===== src/design/qbd_pkg.sv =====
// Package: shared types, block constants and FP helper functions for the dequantizer.
`timescale 1ns / 1ps
`default_nettype none
package qbd_pkg;

  localparam logic [7:0] Q8_LEN  = 8'd34;
  localparam logic [7:0] Q8_HDR  = 8'd2;
  localparam logic [7:0] Q4K_LEN = 8'd144;
  localparam logic [7:0] Q4K_HDR = 8'd16;

  localparam logic [31:0] FP_QNAN_DEFAULT = 32'hFFC0_0000;
  localparam logic [31:0] FP_QUIET_BIT    = 32'h0040_0000;

  typedef enum logic [2:0] {
    OP_NONE,
    OP_Q8,
    OP_DS,
    OP_MM,
    OP_PR,
    OP_SUB
  } dp_op_t;

  // controller -> datapath
  typedef struct packed {
    logic   take;   // input word accepted this cycle
    dp_op_t op;
    logic   half;   // 0: low nibble, 1: high nibble
  } dp_cmd_t;

  // datapath -> controller
  typedef struct packed {
    logic hdr_hit;  // last accepted byte went to the header
    logic mode;     // 1: Q4_K
  } dp_sts_t;

  // fp16 -> fp32, exact
  function automatic logic [31:0] half_to_float(input logic [15:0] h);
    logic [4:0]  ex;
    logic [9:0]  man;
    logic [10:0] sh;
    logic [7:0]  e;
    logic [31:0] res;
    int          p;
    ex  = h[14:10];
    man = h[9:0];
    p   = 0;
    sh  = '0;
    e   = '0;
    if (ex == 5'd0) begin
      if (man == 10'd0) begin
        res = {h[15], 31'd0};
      end else begin
        for (int i = 0; i < 10; i++) begin
          if (man[i]) p = i;
        end
        sh  = {1'b0, man} << (10 - p);
        e   = 8'(113 - (10 - p));
        res = {h[15], e, sh[9:0], 13'd0};
      end
    end else if (ex == 5'h1f) begin
      res = {h[15], 8'hff, man, 13'd0};
    end else begin
      res = {h[15], 8'({3'd0, ex} + 8'd112), man, 13'd0};
    end
    return res;
  endfunction

  // unsigned 8-bit integer -> fp32 (always exact)
  function automatic logic [31:0] u8_to_float(input logic [7:0] v);
    logic [30:0] tmp;
    logic [31:0] res;
    int          p;
    p   = 0;
    tmp = '0;
    if (v == 8'd0) begin
      res = 32'd0;
    end else begin
      for (int i = 0; i < 8; i++) begin
        if (v[i]) p = i;
      end
      tmp = {23'd0, v} << (23 - p);
      res = {1'b0, 8'(127 + p), tmp[22:0]};
    end
    return res;
  endfunction

  function automatic logic [31:0] s8_to_float(input logic [7:0] b);
    logic [7:0]  mag;
    logic [31:0] f;
    mag = b[7] ? 8'(-b) : b;
    f   = u8_to_float(mag);
    return {b[7] & (mag != 8'd0), f[30:0]};
  endfunction

  // fp32 multiply, round to nearest even; NaN of first operand wins
  function automatic logic [31:0] fp_mul(input logic [31:0] a, input logic [31:0] b);
    logic        s, a_inf, b_inf, a_zero, b_zero;
    logic [47:0] p;
    logic [9:0]  eb;
    logic [22:0] m;
    logic        g, st, inc;
    logic [32:0] r;
    logic [31:0] res;
    s      = a[31] ^ b[31];
    a_inf  = (a[30:23] == 8'hff) && (a[22:0] == 23'd0);
    b_inf  = (b[30:23] == 8'hff) && (b[22:0] == 23'd0);
    a_zero = (a[30:23] == 8'h00);
    b_zero = (b[30:23] == 8'h00);
    p      = {1'b1, a[22:0]} * {1'b1, b[22:0]};
    eb     = {2'd0, a[30:23]} + {2'd0, b[30:23]} + {9'd0, p[47]};
    if (p[47]) begin
      m = p[46:24]; g = p[23]; st = |p[22:0];
    end else begin
      m = p[45:23]; g = p[22]; st = |p[21:0];
    end
    inc = g & (st | m[0]);
    r   = {10'(eb - 10'd127), m} + 33'(inc);
    if (a[30:23] == 8'hff && a[22:0] != 23'd0) begin
      res = a | FP_QUIET_BIT;
    end else if (b[30:23] == 8'hff && b[22:0] != 23'd0) begin
      res = b | FP_QUIET_BIT;
    end else if ((a_inf && b_zero) || (b_inf && a_zero)) begin
      res = FP_QNAN_DEFAULT;
    end else if (a_inf || b_inf) begin
      res = {s, 8'hff, 23'd0};
    end else if (a_zero || b_zero || eb <= 10'd127) begin
      res = {s, 31'd0};
    end else if (r[32:23] >= 10'd255) begin
      res = {s, 8'hff, 23'd0};
    end else begin
      res = {s, r[30:0]};
    end
    return res;
  endfunction

  // fp32 a - b, round to nearest even; NaN of first operand wins
  function automatic logic [31:0] fp_sub(input logic [31:0] a, input logic [31:0] b);
    logic [31:0] nb, x, y, res;
    logic        a_inf, b_inf, a_zero, b_zero, st;
    logic [7:0]  d;
    logic [26:0] mx, my, sm, sh, df, m;
    logic [27:0] s28;
    logic [9:0]  e;
    logic [32:0] r;
    logic        inc, zero_res;
    int          lz;
    nb     = {~b[31], b[30:0]};
    a_inf  = (a[30:23] == 8'hff) && (a[22:0] == 23'd0);
    b_inf  = (b[30:23] == 8'hff) && (b[22:0] == 23'd0);
    a_zero = (a[30:23] == 8'h00);
    b_zero = (b[30:23] == 8'h00);
    if (a[30:0] < nb[30:0]) begin
      x = nb; y = a;
    end else begin
      x = a; y = nb;
    end
    mx = {1'b1, x[22:0], 3'd0};
    my = {1'b1, y[22:0], 3'd0};
    d  = x[30:23] - y[30:23];
    if (d >= 8'd27) begin
      sm = 27'd1;
    end else begin
      sh = my >> d;
      st = |(my & ((27'd1 << d) - 27'd1));
      sm = {sh[26:1], sh[0] | st};
    end
    zero_res = 1'b0;
    lz       = 0;
    s28      = '0;
    df       = '0;
    if (x[31] == y[31]) begin
      s28 = {1'b0, mx} + {1'b0, sm};
      if (s28[27]) begin
        m = {s28[27:2], s28[1] | s28[0]};
        e = {2'd0, x[30:23]} + 10'd1;
      end else begin
        m = s28[26:0];
        e = {2'd0, x[30:23]};
      end
    end else begin
      df = mx - sm;
      for (int i = 0; i < 27; i++) begin
        if (df[i]) lz = 26 - i;
      end
      zero_res = (df == 27'd0);
      m = df << lz;
      e = {2'd0, x[30:23]} - 10'(lz);
      if ({2'd0, x[30:23]} <= 10'(lz)) zero_res = 1'b1;
    end
    inc = m[2] & (m[1] | m[0] | m[3]);
    r   = {e, m[25:3]} + 33'(inc);
    if (a[30:23] == 8'hff && a[22:0] != 23'd0) begin
      res = a | FP_QUIET_BIT;
    end else if (b[30:23] == 8'hff && b[22:0] != 23'd0) begin
      res = b | FP_QUIET_BIT;
    end else if (a_inf && b_inf && (a[31] != nb[31])) begin
      res = FP_QNAN_DEFAULT;
    end else if (a_inf) begin
      res = a;
    end else if (b_inf) begin
      res = nb;
    end else if (a_zero && b_zero) begin
      res = {a[31] & nb[31], 31'd0};
    end else if (a_zero) begin
      res = nb;
    end else if (b_zero) begin
      res = a;
    end else if (zero_res) begin
      res = 32'd0;
    end else if (r[32:23] >= 10'd255) begin
      res = {x[31], 8'hff, 23'd0};
    end else begin
      res = {x[31], r[30:0]};
    end
    return res;
  endfunction

  // 6-bit scale/min of sub-block j from the 12 packed bytes
  function automatic logic [11:0] scale_min(input logic [95:0] s, input logic [2:0] j);
    logic [7:0] b0, b1, b2;
    logic [5:0] sc, mn;
    b0 = '0; b1 = '0; b2 = '0;
    unique case (j)
      3'd0: begin b0 = s[7:0];   b1 = s[39:32]; end
      3'd1: begin b0 = s[15:8];  b1 = s[47:40]; end
      3'd2: begin b0 = s[23:16]; b1 = s[55:48]; end
      3'd3: begin b0 = s[31:24]; b1 = s[63:56]; end
      3'd4: begin b0 = s[71:64]; b1 = s[7:0];   b2 = s[39:32]; end
      3'd5: begin b0 = s[79:72]; b1 = s[15:8];  b2 = s[47:40]; end
      3'd6: begin b0 = s[87:80]; b1 = s[23:16]; b2 = s[55:48]; end
      3'd7: begin b0 = s[95:88]; b1 = s[31:24]; b2 = s[63:56]; end
      default: begin b0 = '0; end
    endcase
    if (!j[2]) begin
      sc = b0[5:0];
      mn = b1[5:0];
    end else begin
      sc = {b1[7:6], b0[3:0]};
      mn = {b2[7:6], b0[7:4]};
    end
    return {sc, mn};
  endfunction

endpackage
`default_nettype wire


===== src/design/qbd_in_if.sv =====
// Interface: input byte channel.
`timescale 1ns / 1ps
`default_nettype none
interface qbd_in_if;
  logic       valid;
  logic       ready;
  logic [7:0] block_byte;
  logic       start_of_block;
  modport source (output valid, block_byte, start_of_block, input ready);
  modport sink   (input valid, block_byte, start_of_block, output ready);
endinterface
`default_nettype wire


===== src/design/qbd_out_if.sv =====
// Interface: dequantized value channel.
`timescale 1ns / 1ps
`default_nettype none
interface qbd_out_if;
  logic        valid;
  logic        ready;
  logic [31:0] value_bits;
  logic [7:0]  position;
  logic        last_of_block;
  modport source (output valid, value_bits, position, last_of_block, input ready);
  modport sink   (input valid, value_bits, position, last_of_block, output ready);
endinterface
`default_nettype wire


===== src/design/qbd_cfg_if.sv =====
// Interface: configuration write channel.
`timescale 1ns / 1ps
`default_nettype none
interface qbd_cfg_if;
  logic valid;
  logic ready;
  logic quant_mode;
  modport source (output valid, quant_mode, input ready);
  modport sink   (input valid, quant_mode, output ready);
endinterface
`default_nettype wire


===== src/design/qbd_dp.sv =====
// Datapath: byte counter, header store, shared FP multiplier and subtractor, output word.
`timescale 1ns / 1ps
`default_nettype none
module qbd_dp (
  input  wire logic            clk,
  input  wire logic            rst_n,
  input  wire qbd_pkg::dp_cmd_t cmd,
  output qbd_pkg::dp_sts_t     sts,
  input  wire logic [7:0]      in_byte,
  input  wire logic            in_sob,
  input  wire logic            cfg_we,
  input  wire logic            cfg_mode,
  output logic [31:0]          out_value,
  output logic [7:0]           out_pos,
  output logic                 out_last
);

  logic         mode_r;
  logic [7:0]   cnt_r, cnt_nxt;
  logic [127:0] hdr_r;
  logic [7:0]   byte_r;
  logic [7:0]   c_r;
  logic         hit_r;
  logic [31:0]  t1_r, t2_r;
  logic [31:0]  val_r;
  logic [7:0]   pos_r;
  logic         last_r;

  logic [7:0]   len, hlen, c_eff, c_inc;
  logic [6:0]   k;
  logic [11:0]  scmn;
  logic [31:0]  ma, mb, prod;
  logic [3:0]   nib;

  assign len   = mode_r ? qbd_pkg::Q4K_LEN : qbd_pkg::Q8_LEN;
  assign hlen  = mode_r ? qbd_pkg::Q4K_HDR : qbd_pkg::Q8_HDR;
  assign c_eff = (in_sob || cnt_r >= len) ? 8'd0 : cnt_r;
  assign c_inc = c_eff + 8'd1;
  assign cnt_nxt = (c_inc >= len) ? 8'd0 : c_inc;

  assign k    = 7'(c_r - qbd_pkg::Q4K_HDR);
  assign scmn = qbd_pkg::scale_min(hdr_r[127:32], {k[6:5], cmd.half});
  assign nib  = cmd.half ? byte_r[7:4] : byte_r[3:0];

  // one multiplier, operands picked by the current step
  always_comb begin
    unique case (cmd.op)
      qbd_pkg::OP_Q8: begin
        ma = qbd_pkg::s8_to_float(byte_r);
        mb = qbd_pkg::half_to_float(hdr_r[15:0]);
      end
      qbd_pkg::OP_DS: begin
        ma = qbd_pkg::half_to_float(hdr_r[15:0]);
        mb = qbd_pkg::u8_to_float({2'd0, scmn[11:6]});
      end
      qbd_pkg::OP_MM: begin
        ma = qbd_pkg::half_to_float(hdr_r[31:16]);
        mb = qbd_pkg::u8_to_float({2'd0, scmn[5:0]});
      end
      qbd_pkg::OP_PR: begin
        ma = t1_r;
        mb = qbd_pkg::u8_to_float({4'd0, nib});
      end
      default: begin
        ma = '0;
        mb = '0;
      end
    endcase
  end

  assign prod = qbd_pkg::fp_mul(ma, mb);

  always_ff @(posedge clk) begin
    if (!rst_n) begin
      mode_r <= 1'b0;
      cnt_r  <= 8'd0;
      hit_r  <= 1'b0;
    end else begin
      if (cfg_we) begin
        mode_r <= cfg_mode;
        cnt_r  <= 8'd0;
      end else if (cmd.take) begin
        cnt_r <= cnt_nxt;
        hit_r <= (c_eff < hlen);
      end
    end
  end

  always_ff @(posedge clk) begin
    if (cmd.take) begin
      byte_r <= in_byte;
      c_r    <= c_eff;
      if (c_eff < hlen) begin
        hdr_r[{c_eff[3:0], 3'd0} +: 8] <= in_byte;
      end
    end
    unique case (cmd.op)
      qbd_pkg::OP_Q8: begin
        val_r  <= prod;
        pos_r  <= c_r - qbd_pkg::Q8_HDR;
        last_r <= (c_r == qbd_pkg::Q8_LEN - 8'd1);
      end
      qbd_pkg::OP_DS, qbd_pkg::OP_PR: t1_r <= prod;
      qbd_pkg::OP_MM: t2_r <= prod;
      qbd_pkg::OP_SUB: begin
        val_r  <= qbd_pkg::fp_sub(t1_r, t2_r);
        pos_r  <= {k[6:5], cmd.half, k[4:0]};
        last_r <= cmd.half && (c_r == qbd_pkg::Q4K_LEN - 8'd1);
      end
      default: begin
      end
    endcase
  end

  assign sts.hdr_hit = hit_r;
  assign sts.mode    = mode_r;
  assign out_value   = val_r;
  assign out_pos     = pos_r;
  assign out_last    = last_r;

endmodule
`default_nettype wire


===== src/design/qbd_ctrl.sv =====
// Controller: sequences the multiply/subtract steps and the input/output handshakes.
`timescale 1ns / 1ps
`default_nettype none
module qbd_ctrl (
  input  wire logic             clk,
  input  wire logic             rst_n,
  input  wire logic             in_valid,
  output logic                  in_ready,
  output logic                  out_valid,
  input  wire logic             out_ready,
  input  wire qbd_pkg::dp_sts_t sts,
  output qbd_pkg::dp_cmd_t      cmd
);

  typedef enum logic [2:0] {
    S_IDLE,
    S_DECIDE,
    S_Q8,
    S_DS,
    S_MM,
    S_PR,
    S_SUB,
    S_OUT
  } state_t;

  state_t state_r;
  logic   half_r;

  assign in_ready  = (state_r == S_IDLE);
  assign out_valid = (state_r == S_OUT);

  always_comb begin
    cmd.take = in_valid && in_ready;
    cmd.half = half_r;
    unique case (state_r)
      S_Q8:    cmd.op = qbd_pkg::OP_Q8;
      S_DS:    cmd.op = qbd_pkg::OP_DS;
      S_MM:    cmd.op = qbd_pkg::OP_MM;
      S_PR:    cmd.op = qbd_pkg::OP_PR;
      S_SUB:   cmd.op = qbd_pkg::OP_SUB;
      default: cmd.op = qbd_pkg::OP_NONE;
    endcase
  end

  always_ff @(posedge clk) begin
    if (!rst_n) begin
      state_r <= S_IDLE;
      half_r  <= 1'b0;
    end else begin
      unique case (state_r)
        S_IDLE:   if (in_valid) state_r <= S_DECIDE;
        S_DECIDE: begin
          half_r <= 1'b0;
          if (sts.hdr_hit)   state_r <= S_IDLE;
          else if (sts.mode) state_r <= S_DS;
          else               state_r <= S_Q8;
        end
        S_Q8:  state_r <= S_OUT;
        S_DS:  state_r <= S_MM;
        S_MM:  state_r <= S_PR;
        S_PR:  state_r <= S_SUB;
        S_SUB: state_r <= S_OUT;
        S_OUT: begin
          if (out_ready) begin
            if (sts.mode && !half_r) begin
              half_r  <= 1'b1;
              state_r <= S_DS;
            end else begin
              state_r <= S_IDLE;
            end
          end
        end
        default: state_r <= S_IDLE;
      endcase
    end
  end

  a_no_overlap: assert property (@(posedge clk) disable iff (!rst_n)
    !(in_ready && out_valid)) else $error("input and output open together");
  a_take_decide: assert property (@(posedge clk) disable iff (!rst_n)
    (in_valid && in_ready) |=> (state_r == S_DECIDE)) else $error("accept not followed by decode");
  a_half_q4: assert property (@(posedge clk) disable iff (!rst_n)
    (half_r && state_r != S_IDLE && state_r != S_DECIDE) |-> sts.mode)
    else $error("high nibble step outside Q4_K");
  a_sub_to_out: assert property (@(posedge clk) disable iff (!rst_n)
    (state_r == S_SUB) |=> out_valid) else $error("result not presented");

endmodule
`default_nettype wire


===== src/design/quant_block_dequantizer.sv =====
// Top level: Q8_0 / Q4_K block dequantizer.
`timescale 1ns / 1ps
`default_nettype none
// Takes one byte word of a packed quantized block per handshake and returns
// FP32 words with their position in the block. quant_mode selects the format
// (0: Q8_0, 34-byte blocks; 1: Q4_K, 144-byte blocks); a write to it also
// restarts the block. The user must write it only while the block is idle;
// the block does not enforce this. start_of_block forces a byte to be byte 0.
// Header bytes produce no output. A header byte occupies the block for its
// accept and decode states. A Q8_0 quant needs one FP multiply plus output
// wait. A Q4_K nibble byte yields two words, each through four steps on one
// shared FP multiplier and one FP subtractor: d*sc, dmin*m, (d*sc)*q, then
// the subtract, plus output waits. One byte is in flight at a time; the next
// byte is taken once the last word of the current one has been handed off.
// All FP32 arithmetic rounds to nearest even, each step separately.
module quant_block_dequantizer (
  input  wire logic  clk,
  input  wire logic  rst_n,
  qbd_in_if.sink     in_ch,
  qbd_out_if.source  out_ch,
  qbd_cfg_if.sink    cfg_ch
);

  qbd_pkg::dp_cmd_t cmd;
  qbd_pkg::dp_sts_t sts;
  logic             in_ready;

  // config is always taken; the user writes only when idle
  assign cfg_ch.ready = 1'b1;
  assign in_ch.ready  = in_ready;

  qbd_ctrl u_ctrl (
    .clk       (clk),
    .rst_n     (rst_n),
    .in_valid  (in_ch.valid),
    .in_ready  (in_ready),
    .out_valid (out_ch.valid),
    .out_ready (out_ch.ready),
    .sts       (sts),
    .cmd       (cmd)
  );

  qbd_dp u_dp (
    .clk       (clk),
    .rst_n     (rst_n),
    .cmd       (cmd),
    .sts       (sts),
    .in_byte   (in_ch.block_byte),
    .in_sob    (in_ch.start_of_block),
    .cfg_we    (cfg_ch.valid),
    .cfg_mode  (cfg_ch.quant_mode),
    .out_value (out_ch.value_bits),
    .out_pos   (out_ch.position),
    .out_last  (out_ch.last_of_block)
  );

endmodule
`default_nettype wire

===== src/flat_wrapper.sv =====
// flat-port wrapper written by rule: the top's interface ports become plain ports
module quant_block_dequantizer_flat 
  (clk, rst_n, in_ch_valid, in_ch_block_byte, in_ch_start_of_block, in_ch_ready, out_ch_valid, out_ch_value_bits, out_ch_position, out_ch_last_of_block, out_ch_ready, cfg_ch_valid, cfg_ch_quant_mode, cfg_ch_ready);
  qbd_in_if in_ch_i ();
  qbd_out_if out_ch_i ();
  qbd_cfg_if cfg_ch_i ();
  input  wire logic clk;
  input  wire logic rst_n;
  input wire logic [$bits(in_ch_i.valid)-1:0] in_ch_valid;
  input wire logic [$bits(in_ch_i.block_byte)-1:0] in_ch_block_byte;
  input wire logic [$bits(in_ch_i.start_of_block)-1:0] in_ch_start_of_block;
  output wire logic [$bits(in_ch_i.ready)-1:0] in_ch_ready;
  output wire logic [$bits(out_ch_i.valid)-1:0] out_ch_valid;
  output wire logic [$bits(out_ch_i.value_bits)-1:0] out_ch_value_bits;
  output wire logic [$bits(out_ch_i.position)-1:0] out_ch_position;
  output wire logic [$bits(out_ch_i.last_of_block)-1:0] out_ch_last_of_block;
  input wire logic [$bits(out_ch_i.ready)-1:0] out_ch_ready;
  input wire logic [$bits(cfg_ch_i.valid)-1:0] cfg_ch_valid;
  input wire logic [$bits(cfg_ch_i.quant_mode)-1:0] cfg_ch_quant_mode;
  output wire logic [$bits(cfg_ch_i.ready)-1:0] cfg_ch_ready;
  assign in_ch_i.valid = in_ch_valid;
  assign in_ch_i.block_byte = in_ch_block_byte;
  assign in_ch_i.start_of_block = in_ch_start_of_block;
  assign in_ch_ready = in_ch_i.ready;
  assign out_ch_valid = out_ch_i.valid;
  assign out_ch_value_bits = out_ch_i.value_bits;
  assign out_ch_position = out_ch_i.position;
  assign out_ch_last_of_block = out_ch_i.last_of_block;
  assign out_ch_i.ready = out_ch_ready;
  assign cfg_ch_i.valid = cfg_ch_valid;
  assign cfg_ch_i.quant_mode = cfg_ch_quant_mode;
  assign cfg_ch_ready = cfg_ch_i.ready;
  quant_block_dequantizer u_core (.clk(clk), .rst_n(rst_n), .in_ch(in_ch_i), .out_ch(out_ch_i), .cfg_ch(cfg_ch_i));
endmodule

===== config.mk =====
export PLATFORM = sky130hd
export DESIGN_NAME = quant_block_dequantizer_flat
export DESIGN_NICKNAME = d
export VERILOG_FILES = /design/src/design/qbd_pkg.sv /design/src/design/qbd_in_if.sv /design/src/design/qbd_out_if.sv /design/src/design/qbd_cfg_if.sv /design/src/design/qbd_dp.sv /design/src/design/qbd_ctrl.sv /design/src/design/quant_block_dequantizer.sv /design/src/flat_wrapper.sv
export SDC_FILE = /design/constraint.sdc
export NUM_CORES = 2
export LEC_CHECK = 0
export BUFFER_PORTS_ARGS = -buffer_cell sky130_fd_sc_hd__buf_2
export CAP_MARGIN = 20
export CORE_ASPECT_RATIO = 0.6
export CORE_MARGIN = 5
export CORE_UTILIZATION = 35
export CTS_BUF_LIST = sky130_fd_sc_hd__clkbuf_8
export DETAILED_ROUTE_END_ITERATION = 10
export PLACE_DENSITY_LB_ADDON = 0.05
export SYNTH_ARGS = -nofsm -noshare
export SYNTH_HDL_FRONTEND = slang
export SYNTH_SLANG_ARGS = --single-unit
export TNS_END_PERCENT = 30

===== constraint.sdc =====
create_clock -name clk -period 22.4 [get_ports clk]
set_input_delay 2.24 -clock clk [delete_from_list [all_inputs] [get_ports clk]]
set_output_delay 2.24 -clock clk [all_outputs]
set_load 0.05 [all_outputs]

==> results.md <==
- Most Frequent Cell on Critical Path: nor2_1
- Outcome: finished clean
- Worst-path clk slew: about 70 ps
- Hold_buf cts: 0
- Count of different cell masters after synthesis: ~120
- Fraction of layout cells with a size suffix above 1: 0.0759
- Buffers on Ports: between 50 and 60
- PostCTS Resize Cnt: 0
- Slew margin rel.: 0.222
- Die X: 429 um
- Tcrit/Tclk final: 0.736
- Design Power: ~0.0032 W
- Vias in the first global route: about 33000
- HPWL Detailed: between 100000 and 150000 um
- Crit path required time: roughly 23000 ps
- WP data arrival: around 17000 ps
- Max cap viols: 0
- Hold endpoint: u_core.u_dp.out_pos[0]$_DFFE_PP_
- Root Driver: clkbuf_8
- Min-Delay Path Depth: 0
- Seq cells post-synth: ~260
- DIE AREA: ~110000 sq um
- Die Y-Extent: roughly 260 um
- Total grt overflow: 0
- Lkg Pwr: between 15 and 20 nW
- Worst-path fanout max: 35
- Critical Path End Type: flop
- Placer congestion estimate: 0.974
- Postcts setup bufs: 0
- Routed WL: around 160000 um
- Clock buffer depth: 3
- Most common cell after layout, fill and taps aside: nor2_1
- Hold Crit Class: reg -> reg
- First-pass GRT wire length: roughly 230000 um
- Setup TNS: 0 ps
- Io pins: 59
- Worst reg-to-reg setup slack: roughly 6000 ps
- Crit path max-delay cell type: ha_1
- CTS H-tree lvls: 2
- Avg Cell Area, Syn: a little over 8 sq um
- Via density: 5.92
- RSZ-0062 raised after global routing: false
- RR Startpoint: u_core.u_dp.hdr_r[2]$_DFFE_PP_
- Drt first-iter violations: 5047
- Ys flop type: edfxtp_1
- Post-synthesis sequential area ratio: 0.210
- GRT Total Usage: 0.273
- Final setup margin: between 5000 and 6000 ps
- DRT Pass-1 Iters: 7
- Remaining antenna violation count: 0
- Kind of critical path: reg -> reg
- Total CTS buffers: 43
- Mapped Cells: between 4000 and 5000
- Cell Pwr Density: about 81 nW/um^2
- Endpoints failing hold: 0
- Fin nets: a little over 5000
- Setup-failing EPs final: 0
- Wirelength per Cell: about 26 um
- Layout Skew: about 60 ps
- Layout area overhead: 8.69%
- Post-layout minimum cycle time: roughly 16000 ps
- Clock latency on the worst-skew pair: roughly 700 ps
- Initial Util: 0.352
- EDFF count, synth: roughly 250
- CP startpoint kind: flop
- Diodes inserted: 0
- Vias: 35900
- Setup WS pre-CTS: 6360 ps
- Yosys warnings: 0
- Clock sink total: 263
- Worst Reg-to-Reg Cells: 57
- CTS tree: built
- Largest stage delay on the critical path: about 800 ps
- Commonest cells after routing, fill and taps aside: nor2_1 (500), nand2_1 (482), inv_1 (390)
- Mapped Area: 36900 sq um
- FILL cells: ~11000
- Max frequency: 0.0606 GHz
- Initial antenna violation count: 6
- Max-slew violation count: 0
- FF-to-FF End: u_core.u_dp.out_value[17]$_DFFE_PP_
- Maximum VDD drop: roughly 0.11 mV
- Slew at the pin with the worst max-slew slack: about 1100 ps
- Fraction of registers with async set/reset: 0
- Row count: 92
- Min-delay src: u_core.u_dp.c_r[0]$_DFFE_PP_
- Largest net degree at the start of global routing: 49
- Core area: between 100000 and 150000 sq um
- # DRC: 0
-- flip-flops by register name, indices dropped and copies added, names as in the netlist --
name / flops
u_core.u_dp.cnt_r: 8
u_core.u_dp.mode_r: 1
u_core.u_dp.hdr_r: 128
u_core.u_dp.c_r: 8
u_core.u_dp.out_pos: 8
u_core.u_dp.byte_r: 8
u_core.u_dp.t1_r: 32
u_core.u_dp.out_last: 1
u_core.u_ctrl.half_r: 1
u_core.u_dp.out_value: 32
u_core.u_dp.t2_r: 32
u_core.u_dp.hit_r: 1
u_core.u_ctrl.state_r: 3
-- logic make-up after synthesis --
family	count (synthesis)	share of synthesized area
flip-flops	263	0.210
XOR/XNOR	167	0.0397
adder cells (fa/ha/maj)	502	0.212
buffers and inverters	599	0.0637
AO/OA/AOI/OAI	1149	0.206
multiplexers	147	0.0479
AND/OR/NAND/NOR	1700	0.220
other	2	0.000204
-- power breakdown --
part	switching (W)	internal (W)
Combinational	0.00141	0.000789
Sequential	0.0000268	0.000556
Clock	0.000229	0.000209
Total	0.00167	0.00155
-- critical path, delay by kind of cell, from the launching register on --
family,cells,cell delay (ps)
and+or+nand+nor,24,4910
AOI/OAI and AO/OA,10,3070
buffers and inverters,8,1730
muxes,1,270
adders and majority gates,11,4900
xor gates and xnor gates,3,820
DFF,1,450
-- worst max path at each step --
| stage | slack [ps] | from | endpoint | cells after the start |
|---|---|---|---|---|
| finish | 5900 | u_core.u_dp.hdr_r[2]$_DFFE_PP_ | u_core.u_dp.out_value[17]$_DFFE_PP_ | 57 |
| global route | 4900 | u_core.u_dp.hdr_r[1]$_DFFE_PP_ | u_core.u_dp.out_value[17]$_DFFE_PP_ | 56 |
| CTS | 6280 | u_core.u_dp.hdr_r[2]$_DFFE_PP_ | u_core.u_dp.out_value[17]$_DFFE_PP_ | 57 |
| detailed placement | 6360 | u_core.u_dp.hdr_r[2]$_DFFE_PP_ | u_core.u_dp.out_value[17]$_DFFE_PP_ | 57 |
| global placement | 5850 | u_core.u_dp.hdr_r[2]$_DFFE_PP_ | u_core.u_dp.out_value[17]$_DFFE_PP_ | 56 |
| floorplan | 7890 | u_core.u_dp.c_r[4]$_DFFE_PP_ | u_core.u_dp.t1_r[10]$_DFFE_PP_ | 63 |
-- cell usage after synthesis (20+ instances only) --
cell | instances | area (sq um)
mux2i_1 | 104 | 1040
a21oi_1 | 326 | 1630
o21ai_0 | 236 | 1180
nor2_1 | 502 | 1880
o21bai_1 | 32 | 240
nand3_1 | 108 | 541
nor2b_1 | 35 | 219
nor3_1 | 143 | 716
and3_1 | 39 | 244
nor4_1 | 39 | 244
o221ai_1 | 23 | 201
and2_1 | 104 | 651
xnor2_1 | 125 | 1090
a21o_1 | 49 | 368
a211oi_1 | 39 | 293
or2_2 | 30 | 188
or3_1 | 38 | 238
nand2b_1 | 48 | 300
mux4_2 | 21 | 473
clkbuf_1 | 159 | 597
nand2_1 | 482 | 1810
ha_1 | 300 | 3750
xor2_1 | 42 | 368
o31ai_1 | 21 | 158
buf_1 | 21 | 78.8
o22ai_1 | 24 | 150
a221oi_1 | 41 | 359
a31oi_1 | 50 | 313
edfxtp_1 | 249 | 7480
nand4_1 | 46 | 288
inv_1 | 379 | 1420
o211ai_1 | 60 | 450
a22oi_1 | 27 | 203
fa_1 | 202 | 4040
buf_2 | 20 | 100
-- per-stage QoR --
stage,instances,cell area (sq um),hold slack (ps),util
3_5_place_dp,5990,39200,457,0.374
4_1_cts,6070,40000,498,0.382
2_1_floorplan,4638,37300,418,-
5_1_grt,6074,40100,483,0.382
6_report,6074,40100,472,0.382
3_3_place_gp,5987,39200,460,0.374
-- routing by layer --
layer	global-route usage	share of wire	routed length [um]	up-vias
met5	0	0.000076	12	-
met4	0.0312	0.011	1750	2
met3	0.0883	0.13	20300	113
met2	0.323	0.34	53700	1849
met1	0.464	0.52	82600	17600
li1	-	-	-	16400
-- area by class of cell --
type | count | area, sq um | share of cell area
multi-input cells | 3776 | 27200 | 0.679
flip-flops and latches | 263 | 7760 | 0.194
well taps | 1410 | 1760 | 0.0440
inverters | 388 | 1460 | 0.0365
repair buffers | 157 | 1030 | 0.0257
clock buffers | 44 | 606 | 0.0151
clock inverters | 36 | 221 | 0.00553
(Power assumes the default switching activity.)
